$ cat src/design/bmp_pkg.sv
// Package for the blocked matrix pack address generator.
// Holds field widths, command and register codes, and the word types between stages.
// No dependencies.
`default_nettype none

package bmp_pkg;

   localparam int ADDR_W    = 32;
   localparam int DIM_W     = 16;
   localparam int STRIDE_W  = 24;
   localparam int CSR_IDX_W = 3;
   localparam int MAT_W     = 17;
   localparam int EXT_W     = MAT_W + 1;
   localparam int IDX_W     = 16;
   localparam int TIDX_W    = 6;
   localparam int DIM_MAX   = (1 << DIM_W) - 1;

   typedef enum logic {
      CMD_START = 1'b0,
      CMD_NEXT  = 1'b1
   } cmd_type;

   typedef enum logic [CSR_IDX_W-1:0] {
      CSR_ROWS             = 3'd0,
      CSR_COLS             = 3'd1,
      CSR_SRC_ROW_STRIDE   = 3'd2,
      CSR_SRC_COL_STRIDE   = 3'd3,
      CSR_TILE_ROW_STRIDE  = 3'd4,
      CSR_TILE_COL_STRIDE  = 3'd5,
      CSR_BLOCK_ROW_STRIDE = 3'd6,
      CSR_BLOCK_COL_STRIDE = 3'd7
   } csr_index_type;

   typedef struct packed {
      logic [DIM_W-1:0]    rows;
      logic [DIM_W-1:0]    cols;
      logic [STRIDE_W-1:0] src_row_stride;
      logic [STRIDE_W-1:0] src_col_stride;
      logic [STRIDE_W-1:0] tile_row_stride;
      logic [STRIDE_W-1:0] tile_col_stride;
      logic [STRIDE_W-1:0] block_row_stride;
      logic [STRIDE_W-1:0] block_col_stride;
   } cfg_type;

   typedef struct packed {
      logic [ADDR_W-1:0] src_base;
      logic [ADDR_W-1:0] dst_base;
      logic [MAT_W-1:0]  mrow;
      logic [MAT_W-1:0]  mcol;
      logic [IDX_W-1:0]  row_block;
      logic [IDX_W-1:0]  col_block;
      logic [TIDX_W-1:0] row_in_tile;
      logic [TIDX_W-1:0] col_in_tile;
      logic              pad;
      logic              last;
   } elem_type;

   typedef struct packed {
      logic [ADDR_W-1:0] src_base;
      logic [ADDR_W-1:0] dst_base;
      logic [ADDR_W-1:0] src_row_term;
      logic [ADDR_W-1:0] src_col_term;
      logic [ADDR_W-1:0] block_row_term;
      logic [ADDR_W-1:0] block_col_term;
      logic [ADDR_W-1:0] tile_row_term;
      logic [ADDR_W-1:0] tile_col_term;
      logic              pad;
      logic              last;
   } prod_type;

endpackage

`default_nettype wire

$ cat src/design/bmp_ctr.sv
// Element counter stage: walks row block, column block, row and column in tile.
// Latches the base addresses on start words and registers one element word per move.
// Depends on bmp_pkg.
`default_nettype none

module bmp_ctr
   import bmp_pkg::*;
#(
   parameter int TILE_ROWS = 8,
   parameter int TILE_COLS = 8
) (
   input  logic              clock,
   input  logic              reset,
   input  logic [DIM_W-1:0]  rows,
   input  logic [DIM_W-1:0]  cols,
   input  logic              req_valid,
   output logic              req_ready,
   input  logic              req_cmd,
   input  logic [ADDR_W-1:0] req_src_base,
   input  logic [ADDR_W-1:0] req_dst_base,
   input  logic              next_ready,
   output logic              elem_valid,
   output elem_type          elem
);

   localparam int RT_W = (TILE_ROWS > 1) ? $clog2(TILE_ROWS) : 1;
   localparam int CT_W = (TILE_COLS > 1) ? $clog2(TILE_COLS) : 1;
   localparam int NRB  = (DIM_MAX + TILE_ROWS - 1) / TILE_ROWS;
   localparam int NCB  = (DIM_MAX + TILE_COLS - 1) / TILE_COLS;
   localparam int RB_W = (NRB > 1) ? $clog2(NRB) : 1;
   localparam int CB_W = (NCB > 1) ? $clog2(NCB) : 1;

   logic [RB_W-1:0]   rb_ff, rb_in;
   logic [CB_W-1:0]   cb_ff, cb_in;
   logic [RT_W-1:0]   rit_ff, rit_in;
   logic [CT_W-1:0]   cit_ff, cit_in;
   logic [ADDR_W-1:0] src_base_ff, src_base_in;
   logic [ADDR_W-1:0] dst_base_ff, dst_base_in;
   logic              elem_valid_ff, elem_valid_in;
   elem_type          elem_ff, elem_in;

   logic [MAT_W-1:0]  mrow_base, mcol_base, mrow, mcol;
   logic              end_c, end_r, end_cb, end_rb;
   logic              take, take_next;

   assign req_ready = !elem_valid_ff || next_ready;
   assign take      = req_valid && req_ready;
   assign take_next = take && (cmd_type'(req_cmd) == CMD_NEXT);

   assign mrow_base = MAT_W'(rb_ff) * MAT_W'(TILE_ROWS);
   assign mcol_base = MAT_W'(cb_ff) * MAT_W'(TILE_COLS);
   assign mrow      = mrow_base + MAT_W'(rit_ff);
   assign mcol      = mcol_base + MAT_W'(cit_ff);

   assign end_c  = cit_ff >= CT_W'(TILE_COLS - 1);
   assign end_r  = rit_ff >= RT_W'(TILE_ROWS - 1);
   assign end_cb = (cols == '0) ||
                   ((EXT_W'(mcol_base) + EXT_W'(TILE_COLS)) >= EXT_W'(cols));
   assign end_rb = (rows == '0) ||
                   ((EXT_W'(mrow_base) + EXT_W'(TILE_ROWS)) >= EXT_W'(rows));

   always_comb begin
      rb_in       = rb_ff;
      cb_in       = cb_ff;
      rit_in      = rit_ff;
      cit_in      = cit_ff;
      src_base_in = src_base_ff;
      dst_base_in = dst_base_ff;
      if (take && !take_next) begin
         rb_in       = '0;
         cb_in       = '0;
         rit_in      = '0;
         cit_in      = '0;
         src_base_in = req_src_base;
         dst_base_in = req_dst_base;
      end else if (take_next) begin
         if (!end_c) begin
            cit_in = cit_ff + 1'b1;
         end else begin
            cit_in = '0;
            if (!end_r) begin
               rit_in = rit_ff + 1'b1;
            end else begin
               rit_in = '0;
               if (!end_cb) begin
                  cb_in = cb_ff + 1'b1;
               end else begin
                  cb_in = '0;
                  if (!end_rb) begin
                     rb_in = rb_ff + 1'b1;
                  end else begin
                     rb_in = '0;
                  end
               end
            end
         end
      end
   end

   always_comb begin
      elem_in.src_base    = src_base_ff;
      elem_in.dst_base    = dst_base_ff;
      elem_in.mrow        = mrow;
      elem_in.mcol        = mcol;
      elem_in.row_block   = IDX_W'(rb_ff);
      elem_in.col_block   = IDX_W'(cb_ff);
      elem_in.row_in_tile = TIDX_W'(rit_ff);
      elem_in.col_in_tile = TIDX_W'(cit_ff);
      elem_in.pad         = !((mrow < MAT_W'(rows)) && (mcol < MAT_W'(cols)));
      elem_in.last        = end_c && end_r && end_cb && end_rb;
   end

   always_comb begin
      elem_valid_in = elem_valid_ff;
      if (req_ready) begin
         elem_valid_in = take_next;
      end
   end

   always_ff @(posedge clock) begin
      if (reset) begin
         rb_ff         <= '0;
         cb_ff         <= '0;
         rit_ff        <= '0;
         cit_ff        <= '0;
         src_base_ff   <= '0;
         dst_base_ff   <= '0;
         elem_valid_ff <= 1'b0;
      end else begin
         rb_ff         <= rb_in;
         cb_ff         <= cb_in;
         rit_ff        <= rit_in;
         cit_ff        <= cit_in;
         src_base_ff   <= src_base_in;
         dst_base_ff   <= dst_base_in;
         elem_valid_ff <= elem_valid_in;
      end
   end

   always_ff @(posedge clock) begin
      if (take_next) begin
         elem_ff <= elem_in;
      end
   end

   assign elem_valid = elem_valid_ff;
   assign elem       = elem_ff;

endmodule

`default_nettype wire

$ cat src/design/bmp_mul.sv
// Product stage: multiplies element coordinates by the configured strides.
// The tile products are zero-extended to the address width, the others truncated; all are registered.
// Depends on bmp_pkg.
`default_nettype none

module bmp_mul
   import bmp_pkg::*;
(
   input  logic     clock,
   input  logic     reset,
   input  cfg_type  cfg,
   input  logic     elem_valid,
   output logic     elem_ready,
   input  elem_type elem,
   input  logic     next_ready,
   output logic     prod_valid,
   output prod_type prod
);

   logic                       prod_valid_ff, prod_valid_in;
   prod_type                   prod_ff, prod_in;
   logic                       load;
   logic [MAT_W+STRIDE_W-1:0]  src_row_full, src_col_full;
   logic [IDX_W+STRIDE_W-1:0]  block_row_full, block_col_full;
   logic [TIDX_W+STRIDE_W-1:0] tile_row_full, tile_col_full;

   assign elem_ready = !prod_valid_ff || next_ready;
   assign load       = elem_valid && elem_ready;

   assign src_row_full   = elem.mrow * cfg.src_row_stride;
   assign src_col_full   = elem.mcol * cfg.src_col_stride;
   assign block_row_full = elem.row_block * cfg.block_row_stride;
   assign block_col_full = elem.col_block * cfg.block_col_stride;
   assign tile_row_full  = elem.row_in_tile * cfg.tile_row_stride;
   assign tile_col_full  = elem.col_in_tile * cfg.tile_col_stride;

   always_comb begin
      prod_in.src_base       = elem.src_base;
      prod_in.dst_base       = elem.dst_base;
      prod_in.src_row_term   = src_row_full[ADDR_W-1:0];
      prod_in.src_col_term   = src_col_full[ADDR_W-1:0];
      prod_in.block_row_term = block_row_full[ADDR_W-1:0];
      prod_in.block_col_term = block_col_full[ADDR_W-1:0];
      prod_in.tile_row_term  = ADDR_W'(tile_row_full);
      prod_in.tile_col_term  = ADDR_W'(tile_col_full);
      prod_in.pad            = elem.pad;
      prod_in.last           = elem.last;
   end

   always_comb begin
      prod_valid_in = prod_valid_ff;
      if (elem_ready) begin
         prod_valid_in = elem_valid;
      end
   end

   always_ff @(posedge clock) begin
      if (reset) begin
         prod_valid_ff <= 1'b0;
      end else begin
         prod_valid_ff <= prod_valid_in;
      end
   end

   always_ff @(posedge clock) begin
      if (load) begin
         prod_ff <= prod_in;
      end
   end

   assign prod_valid = prod_valid_ff;
   assign prod       = prod_ff;

endmodule

`default_nettype wire

$ cat src/design/bmp_sum.sv
// Sum stages: adds bases and stride products into the destination and, for non-pad words,
// the source address. Partial sums are registered once, then the final sum lands in the result register.
// Depends on bmp_pkg.
`default_nettype none

module bmp_sum
   import bmp_pkg::*;
(
   input  logic              clock,
   input  logic              reset,
   input  logic              prod_valid,
   output logic              prod_ready,
   input  prod_type          prod,
   output logic              rsp_valid,
   input  logic              rsp_ready,
   output logic [ADDR_W-1:0] rsp_src_addr,
   output logic [ADDR_W-1:0] rsp_dst_addr,
   output logic              rsp_pad,
   output logic              rsp_last
);

   logic              part_valid_ff, part_valid_in;
   logic [ADDR_W-1:0] part_src_ff, part_src_in;
   logic [ADDR_W-1:0] part_dst_a_ff, part_dst_a_in;
   logic [ADDR_W-1:0] part_dst_b_ff, part_dst_b_in;
   logic              part_pad_ff, part_last_ff;
   logic              out_valid_ff, out_valid_in;
   logic [ADDR_W-1:0] out_src_ff, out_dst_ff;
   logic              out_pad_ff, out_last_ff;
   logic              out_en, load_part, load_out;

   assign out_en     = !out_valid_ff || rsp_ready;
   assign prod_ready = !part_valid_ff || out_en;
   assign load_part  = prod_valid && prod_ready;
   assign load_out   = part_valid_ff && out_en;

   assign part_src_in   = prod.pad ? '0 :
                          (prod.src_base + prod.src_row_term + prod.src_col_term);
   assign part_dst_a_in = prod.dst_base + prod.block_row_term + prod.block_col_term;
   assign part_dst_b_in = prod.tile_row_term + prod.tile_col_term;

   always_comb begin
      part_valid_in = part_valid_ff;
      if (prod_ready) begin
         part_valid_in = prod_valid;
      end
      out_valid_in = out_valid_ff;
      if (out_en) begin
         out_valid_in = part_valid_ff;
      end
   end

   always_ff @(posedge clock) begin
      if (reset) begin
         part_valid_ff <= 1'b0;
         out_valid_ff  <= 1'b0;
      end else begin
         part_valid_ff <= part_valid_in;
         out_valid_ff  <= out_valid_in;
      end
   end

   always_ff @(posedge clock) begin
      if (load_part) begin
         part_src_ff   <= part_src_in;
         part_dst_a_ff <= part_dst_a_in;
         part_dst_b_ff <= part_dst_b_in;
         part_pad_ff   <= prod.pad;
         part_last_ff  <= prod.last;
      end
      if (load_out) begin
         out_src_ff  <= part_src_ff;
         out_dst_ff  <= part_dst_a_ff + part_dst_b_ff;
         out_pad_ff  <= part_pad_ff;
         out_last_ff <= part_last_ff;
      end
   end

   assign rsp_valid    = out_valid_ff;
   assign rsp_src_addr = out_src_ff;
   assign rsp_dst_addr = out_dst_ff;
   assign rsp_pad      = out_pad_ff;
   assign rsp_last     = out_last_ff;

endmodule

`default_nettype wire

$ cat src/design/blocked_matrix_pack_address_gen_core.sv
// A next-element word passes through the counter, product, partial-sum and result
// registers before its result shows; a start word gives no result.
// Throughput: one word per cycle; each stage stalls only when the stage after it is full.
// Reset is synchronous: it clears the counters, the base addresses, the stage valid
// flags and sets the configuration registers to their defaults.
// Top level of the pack address generator; depends on bmp_pkg, bmp_ctr, bmp_mul, bmp_sum.
`default_nettype none

module blocked_matrix_pack_address_gen_core
   import bmp_pkg::*;
#(
   parameter int TILE_ROWS = 8,
   parameter int TILE_COLS = 8
) (
   input  logic                 clock,
   input  logic                 reset,
   input  logic                 csr_valid,
   output logic                 csr_ready,
   input  logic [CSR_IDX_W-1:0] csr_index,
   input  logic [STRIDE_W-1:0]  csr_data,
   input  logic                 req_valid,
   output logic                 req_ready,
   input  logic                 req_cmd,
   input  logic [ADDR_W-1:0]    req_src_base,
   input  logic [ADDR_W-1:0]    req_dst_base,
   output logic                 rsp_valid,
   input  logic                 rsp_ready,
   output logic [ADDR_W-1:0]    rsp_src_addr,
   output logic [ADDR_W-1:0]    rsp_dst_addr,
   output logic                 rsp_pad,
   output logic                 rsp_last
);

   cfg_type  cfg_ff, cfg_in;
   logic     elem_valid, elem_ready;
   elem_type elem;
   logic     prod_valid, prod_ready;
   prod_type prod;

   assign csr_ready = 1'b1;

   always_comb begin
      cfg_in = cfg_ff;
      if (csr_valid) begin
         case (csr_index_type'(csr_index))
            CSR_ROWS:             cfg_in.rows             = csr_data[DIM_W-1:0];
            CSR_COLS:             cfg_in.cols             = csr_data[DIM_W-1:0];
            CSR_SRC_ROW_STRIDE:   cfg_in.src_row_stride   = csr_data;
            CSR_SRC_COL_STRIDE:   cfg_in.src_col_stride   = csr_data;
            CSR_TILE_ROW_STRIDE:  cfg_in.tile_row_stride  = csr_data;
            CSR_TILE_COL_STRIDE:  cfg_in.tile_col_stride  = csr_data;
            CSR_BLOCK_ROW_STRIDE: cfg_in.block_row_stride = csr_data;
            CSR_BLOCK_COL_STRIDE: cfg_in.block_col_stride = csr_data;
            default: cfg_in = cfg_ff;
         endcase
      end
   end

   always_ff @(posedge clock) begin
      if (reset) begin
         cfg_ff.rows             <= DIM_W'(1);
         cfg_ff.cols             <= DIM_W'(1);
         cfg_ff.src_row_stride   <= '0;
         cfg_ff.src_col_stride   <= STRIDE_W'(1);
         cfg_ff.tile_row_stride  <= '0;
         cfg_ff.tile_col_stride  <= STRIDE_W'(1);
         cfg_ff.block_row_stride <= '0;
         cfg_ff.block_col_stride <= '0;
      end else begin
         cfg_ff <= cfg_in;
      end
   end

   bmp_ctr #(
      .TILE_ROWS (TILE_ROWS),
      .TILE_COLS (TILE_COLS)
   ) u_ctr (
      .clock        (clock),
      .reset        (reset),
      .rows         (cfg_ff.rows),
      .cols         (cfg_ff.cols),
      .req_valid    (req_valid),
      .req_ready    (req_ready),
      .req_cmd      (req_cmd),
      .req_src_base (req_src_base),
      .req_dst_base (req_dst_base),
      .next_ready   (elem_ready),
      .elem_valid   (elem_valid),
      .elem         (elem)
   );

   bmp_mul u_mul (
      .clock      (clock),
      .reset      (reset),
      .cfg        (cfg_ff),
      .elem_valid (elem_valid),
      .elem_ready (elem_ready),
      .elem       (elem),
      .next_ready (prod_ready),
      .prod_valid (prod_valid),
      .prod       (prod)
   );

   bmp_sum u_sum (
      .clock        (clock),
      .reset        (reset),
      .prod_valid   (prod_valid),
      .prod_ready   (prod_ready),
      .prod         (prod),
      .rsp_valid    (rsp_valid),
      .rsp_ready    (rsp_ready),
      .rsp_src_addr (rsp_src_addr),
      .rsp_dst_addr (rsp_dst_addr),
      .rsp_pad      (rsp_pad),
      .rsp_last     (rsp_last)
   );

endmodule

`default_nettype wire

$ cat config.mk
export PLATFORM = sky130hd
export DESIGN_NAME = blocked_matrix_pack_address_gen_core
export DESIGN_NICKNAME = d
export VERILOG_FILES = /design/src/design/bmp_pkg.sv /design/src/design/bmp_ctr.sv /design/src/design/bmp_mul.sv /design/src/design/bmp_sum.sv /design/src/design/blocked_matrix_pack_address_gen_core.sv
export SDC_FILE = /design/constraint.sdc
export NUM_CORES = 2
export LEC_CHECK = 0
export BUFFER_PORTS_ARGS = -buffer_cell sky130_fd_sc_hd__clkbuf_2
export CAP_MARGIN = 20
export CORE_MARGIN = 4
export CORE_UTILIZATION = 47
export DETAILED_ROUTE_END_ITERATION = 8
export GPL_TIMING_DRIVEN = 0
export SKIP_LAST_GASP = 1
export SYNTH_ARGS = -nofsm -noshare
export SYNTH_HDL_FRONTEND = slang
export SYNTH_SLANG_ARGS = --single-unit
$ cat constraint.sdc
create_clock -name clock -period 24.5 [get_ports clock]
set_input_delay 2.45 -clock clock [delete_from_list [all_inputs] [get_ports clock]]
set_output_delay 2.45 -clock clock [all_outputs]
set_load 0.01 [all_outputs]
==> impl_metrics.tcl <==
set metrics [dict create \
    status "finished clean" \
    vias 57480 \
    final_cell_area_um2 85090 \
    max_stage_delay_ns 0.80 \
    synthTopCellsByCount "nand2_1 (1,524), inv_1 (1,483), fa_1 (1,140), and2_1 (574), ha_1 (535)" \
    finalCritPeriodShare 0.3485 \
    critPathArrivalTime_ns 8.99 \
    min_period_ns 8.538 \
    synth_cell_types 81 \
    syn-num-nets 10010 \
    worstSetupPathType "flop to flop" \
    drive_gt1_frac 0.04187 \
    initialDrtViolationCount 4706 \
    antenna_found_initial 21 \
    portBuffers 146 \
    cts_tree "done" \
    grt_max_degree 68 \
    cts.clk_slew.worst_paths_ns 0.06 \
    worstMarginPinSlew_ns 1.212 \
    die_y_um 415.4 \
    place_congestion 0.9268 \
    avgRoutedWirePerCell_um 21.49 \
    dp_hpwl_um 187800 \
    hold_path_end "u_mul.prod[216]" \
    setup_slack_ns 15.96 \
    cts_buffers 90 \
    dieArea_um2 172600 \
    r2r_cells 25 \
    ys_ff_latch 782 \
    crit_buf_inv 7 \
    coreArea_um2 165000 \
    htree_num_levels 3 \
    drc 0 \
    start_util 0.4728 \
    yosysTopAreaCell "fa_1" \
    ys.flop_type "edfxtp_1" \
    cts.sinks 782 \
    syn_to_final_growth_pct 9.068 \
    cts_resized 0 \
    final_cells 10770 \
    switching_share 0.2673 \
    boundaryPins 166 \
    fin_skew_ns 0.04035 \
    dp_slack_ns 16.12 \
    clock.fmax_mhz 117.1 \
    p_comb_frac 0.125 \
    cts-root-buf "clkbuf_16" \
    vdd_drop_max_mv 0.05284 \
    p_int_mw 2.436 \
    drt-total-wl_um 231600 \
    grt_pass1_vias 58400 \
    rr_startpoint "u_ctr.elem[19]" \
    regArea_um2 20720 \
    overflow 0 \
    leakage_nw 38.71 \
    netlist_area_um2 78010 \
    cts_hold_buf 0 \
    setup_viol 0 \
    power.switching_mw 0.8886 \
    via_per_inst 5.335 \
    r2r_slack_ns 15.96 \
    cts_buffer_depth 3 \
    synth-edff-count 506 \
    hp-start "u_ctr.elem[102]" \
    setup_tns_ns 0 \
    cts_setup_buffers 0 \
    die_x_um 415.4 \
    power_frac_seq 0.443 \
    cp.required_ns 24.96 \
    synthTopCellsByArea "fa_1 (29%), edfxtp_1 (19%), ha_1 (8.6%)" \
    worstSetupStartpointType "flop" \
    relSlewSlack 0.1919 \
    hold_path_depth 0 \
    clkLatencyLatePin_ns 0.74 \
    drt_pass1_iterations 6 \
    seq_area_frac_synth 0.2656 \
    syn_avg_cell_area_um2 9.465 \
    cap_violations 0 \
    ant_nets 0 \
    synthCells 8242 \
    placed_cells 10590 \
    finalHoldViolCount 0 \
    hold_class "flop to flop" \
    end_kind "flop" \
    n_fill_cell 15370 \
    multiInputGateArea_um2 50380 \
    yosysMostFrequentCell "nand2_1" \
    async_flop_share 0 \
    num-nets-final 10270 \
    placed_area_um2 81850 \
    crit_family "adder cells" \
    p_clk_frac 0.432 \
    rsz0062_at_grt "false" \
    synth_top_area_share 0.2925 \
    ys_warn_count 0 \
    cp_max_fo 10 \
    final_max_slew_viol_count 0 \
    grt_pass1_wl_um 353700 \
    powerDensity_nw_per_um2 39.07 \
    cpMostUsedCell "fa_1" \
    regToRegEndpoint "u_mul.prod[160]" \
    crit_path_top_delay_cell "clkbuf_1" \
    grt_use_total 0.2709 \
    rows 149 \
]
==> state kept, by name, indices dropped and copies added (netlist names), 13 cells and up <==
signal,flops
u_mul.prod,248
u_sum.part_dst_a_ff,32
u_sum.part_src_ff,32
u_sum.part_dst_b_ff,28
u_sum.rsp_dst_addr,32
u_ctr.dst_base_ff,32
u_ctr.elem,98
cfg_ff,176
u_ctr.cb_ff,13
u_sum.rsp_src_addr,32
u_ctr.src_base_ff,32
u_ctr.rb_ff,13
==> worst max-delay path by stage <==
stage / startpoint / to / cells past startpoint / slack, ns
detailed placement: u_ctr.elem[48] / u_mul.prod[160] / 23 / 16.12
finish: u_ctr.elem[19] / u_mul.prod[160] / 25 / 15.96
floorplan: rsp_ready / u_mul.prod[0] / 3 / 9.93
global placement: rsp_ready / u_mul.prod[202] / 4 / 3.67
CTS: u_ctr.elem[48] / u_mul.prod[160] / 23 / 16.06
global route: u_ctr.elem[48] / u_mul.prod[158] / 23 / 15.69
==> worst reg2reg max path: stages, from the launching register on <==
cell	delay, ns
edfxtp_1	0.47
clkbuf_1	0.80
clkbuf_1	0.63
nand2_1	0.18
fa_1	0.56
inv_1	0.05
fa_1	0.50
inv_1	0.06
fa_1	0.54
inv_1	0.05
fa_1	0.43
fa_1	0.52
inv_1	0.05
fa_1	0.47
inv_1	0.04
ha_1	0.34
a21o_1	0.18
a21o_1	0.17
a21oi_1	0.30
o21bai_1	0.17
nor3_1	0.30
o211ai_1	0.30
a311oi_1	0.72
o21ai_0	0.17
a21oi_1	0.21
xnor2_1	0.08
==> power by group through the flow <==
stage	registers, mW	logic (mW)	clock network, mW
final	1.47	0.415	1.44
after global routing	1.48	0.462	1.52
after CTS	1.47	0.413	1.46
after detailed placement	1.50	0.410	0
after global placement	1.51	0.400	0
after floorplan	1.49	0.272	0
==> cells by family (layout without fill, tap and decap cells) <==
kind of cell	count (synthesis)	count (layout)	share of synthesized area
compound gates	948	948	0.07472
xor+xnor	306	306	0.03435
fa+ha+maj	1675	1675	0.3784
buf+inv	1844	2177	0.08900
flops	782	782	0.2656
mux	5	5	0.0006736
other cells	1	11	0.00004807
simple gates	2681	2681	0.1572
==> layer usage <==
layer  vias up  track usage  share of wire  wire length (µm)
li1      26190            -              -                 -
met4         6       0.1053          0.040              9260
met2      1980       0.4194           0.45            103400
met3       399      0.05551          0.084             19440
met5         -            0        0.00020                46
met1     28910       0.3753           0.43             99410
==> layout by cell type, fill, tap and decap left out, types with 26 or more instances in the layout <==
master | synthesis | final
nand2_1 | 1524 | 1524
inv_1 | 1483 | 1482
fa_1 | 1140 | 1140
and2_1 | 574 | 574
ha_1 | 535 | 535
edfxtp_1 | 506 | 506
a21oi_1 | 458 | 458
clkbuf_1 | 346 | 363
dfxtp_1 | 276 | 276
xnor2_1 | 230 | 230
nor2_1 | 224 | 223
clkbuf_2 | 14 | 163
a21o_1 | 115 | 115
clkbuf_16 | 0 | 98
o21ai_0 | 96 | 96
nand3_1 | 79 | 79
xor2_1 | 76 | 76
nor3_1 | 62 | 62
nor2b_1 | 52 | 50
o21a_1 | 42 | 42
and3_1 | 41 | 41
o21bai_1 | 38 | 38
nand2b_1 | 30 | 30
a211oi_1 | 26 | 26
==> area by class of cell <==
cell class	instances	area share
Clock inverter	44	0.006529
Antenna cell	10	0.0002941
Clock buffer	124	0.03068
Tap cell	2189	0.03219
Inverter	1483	0.06548
Timing Repair Buffer	165	0.01296
Sequential cell	782	0.2435
Buffer	361	0.01622
Multi-Input combinational cell	5616	0.5921
==> through the flow <==
| step | util | total power [mW] | hold WS [ns] |
|---|---|---|---|
| 5_1_grt | 0.5156 | 3.460 | 0.4248 |
| 2_1_floorplan | - | 1.764 | 0.4003 |
| 4_1_cts | 0.5153 | 3.349 | 0.4184 |
| 6_report | 0.5157 | 3.324 | 0.4124 |
| 3_5_place_dp | 0.4961 | 1.912 | 0.4045 |
| 3_3_place_gp | 0.4939 | 1.912 | 0.4021 |
No activity file was read; power rests on OpenSTA's default activity.
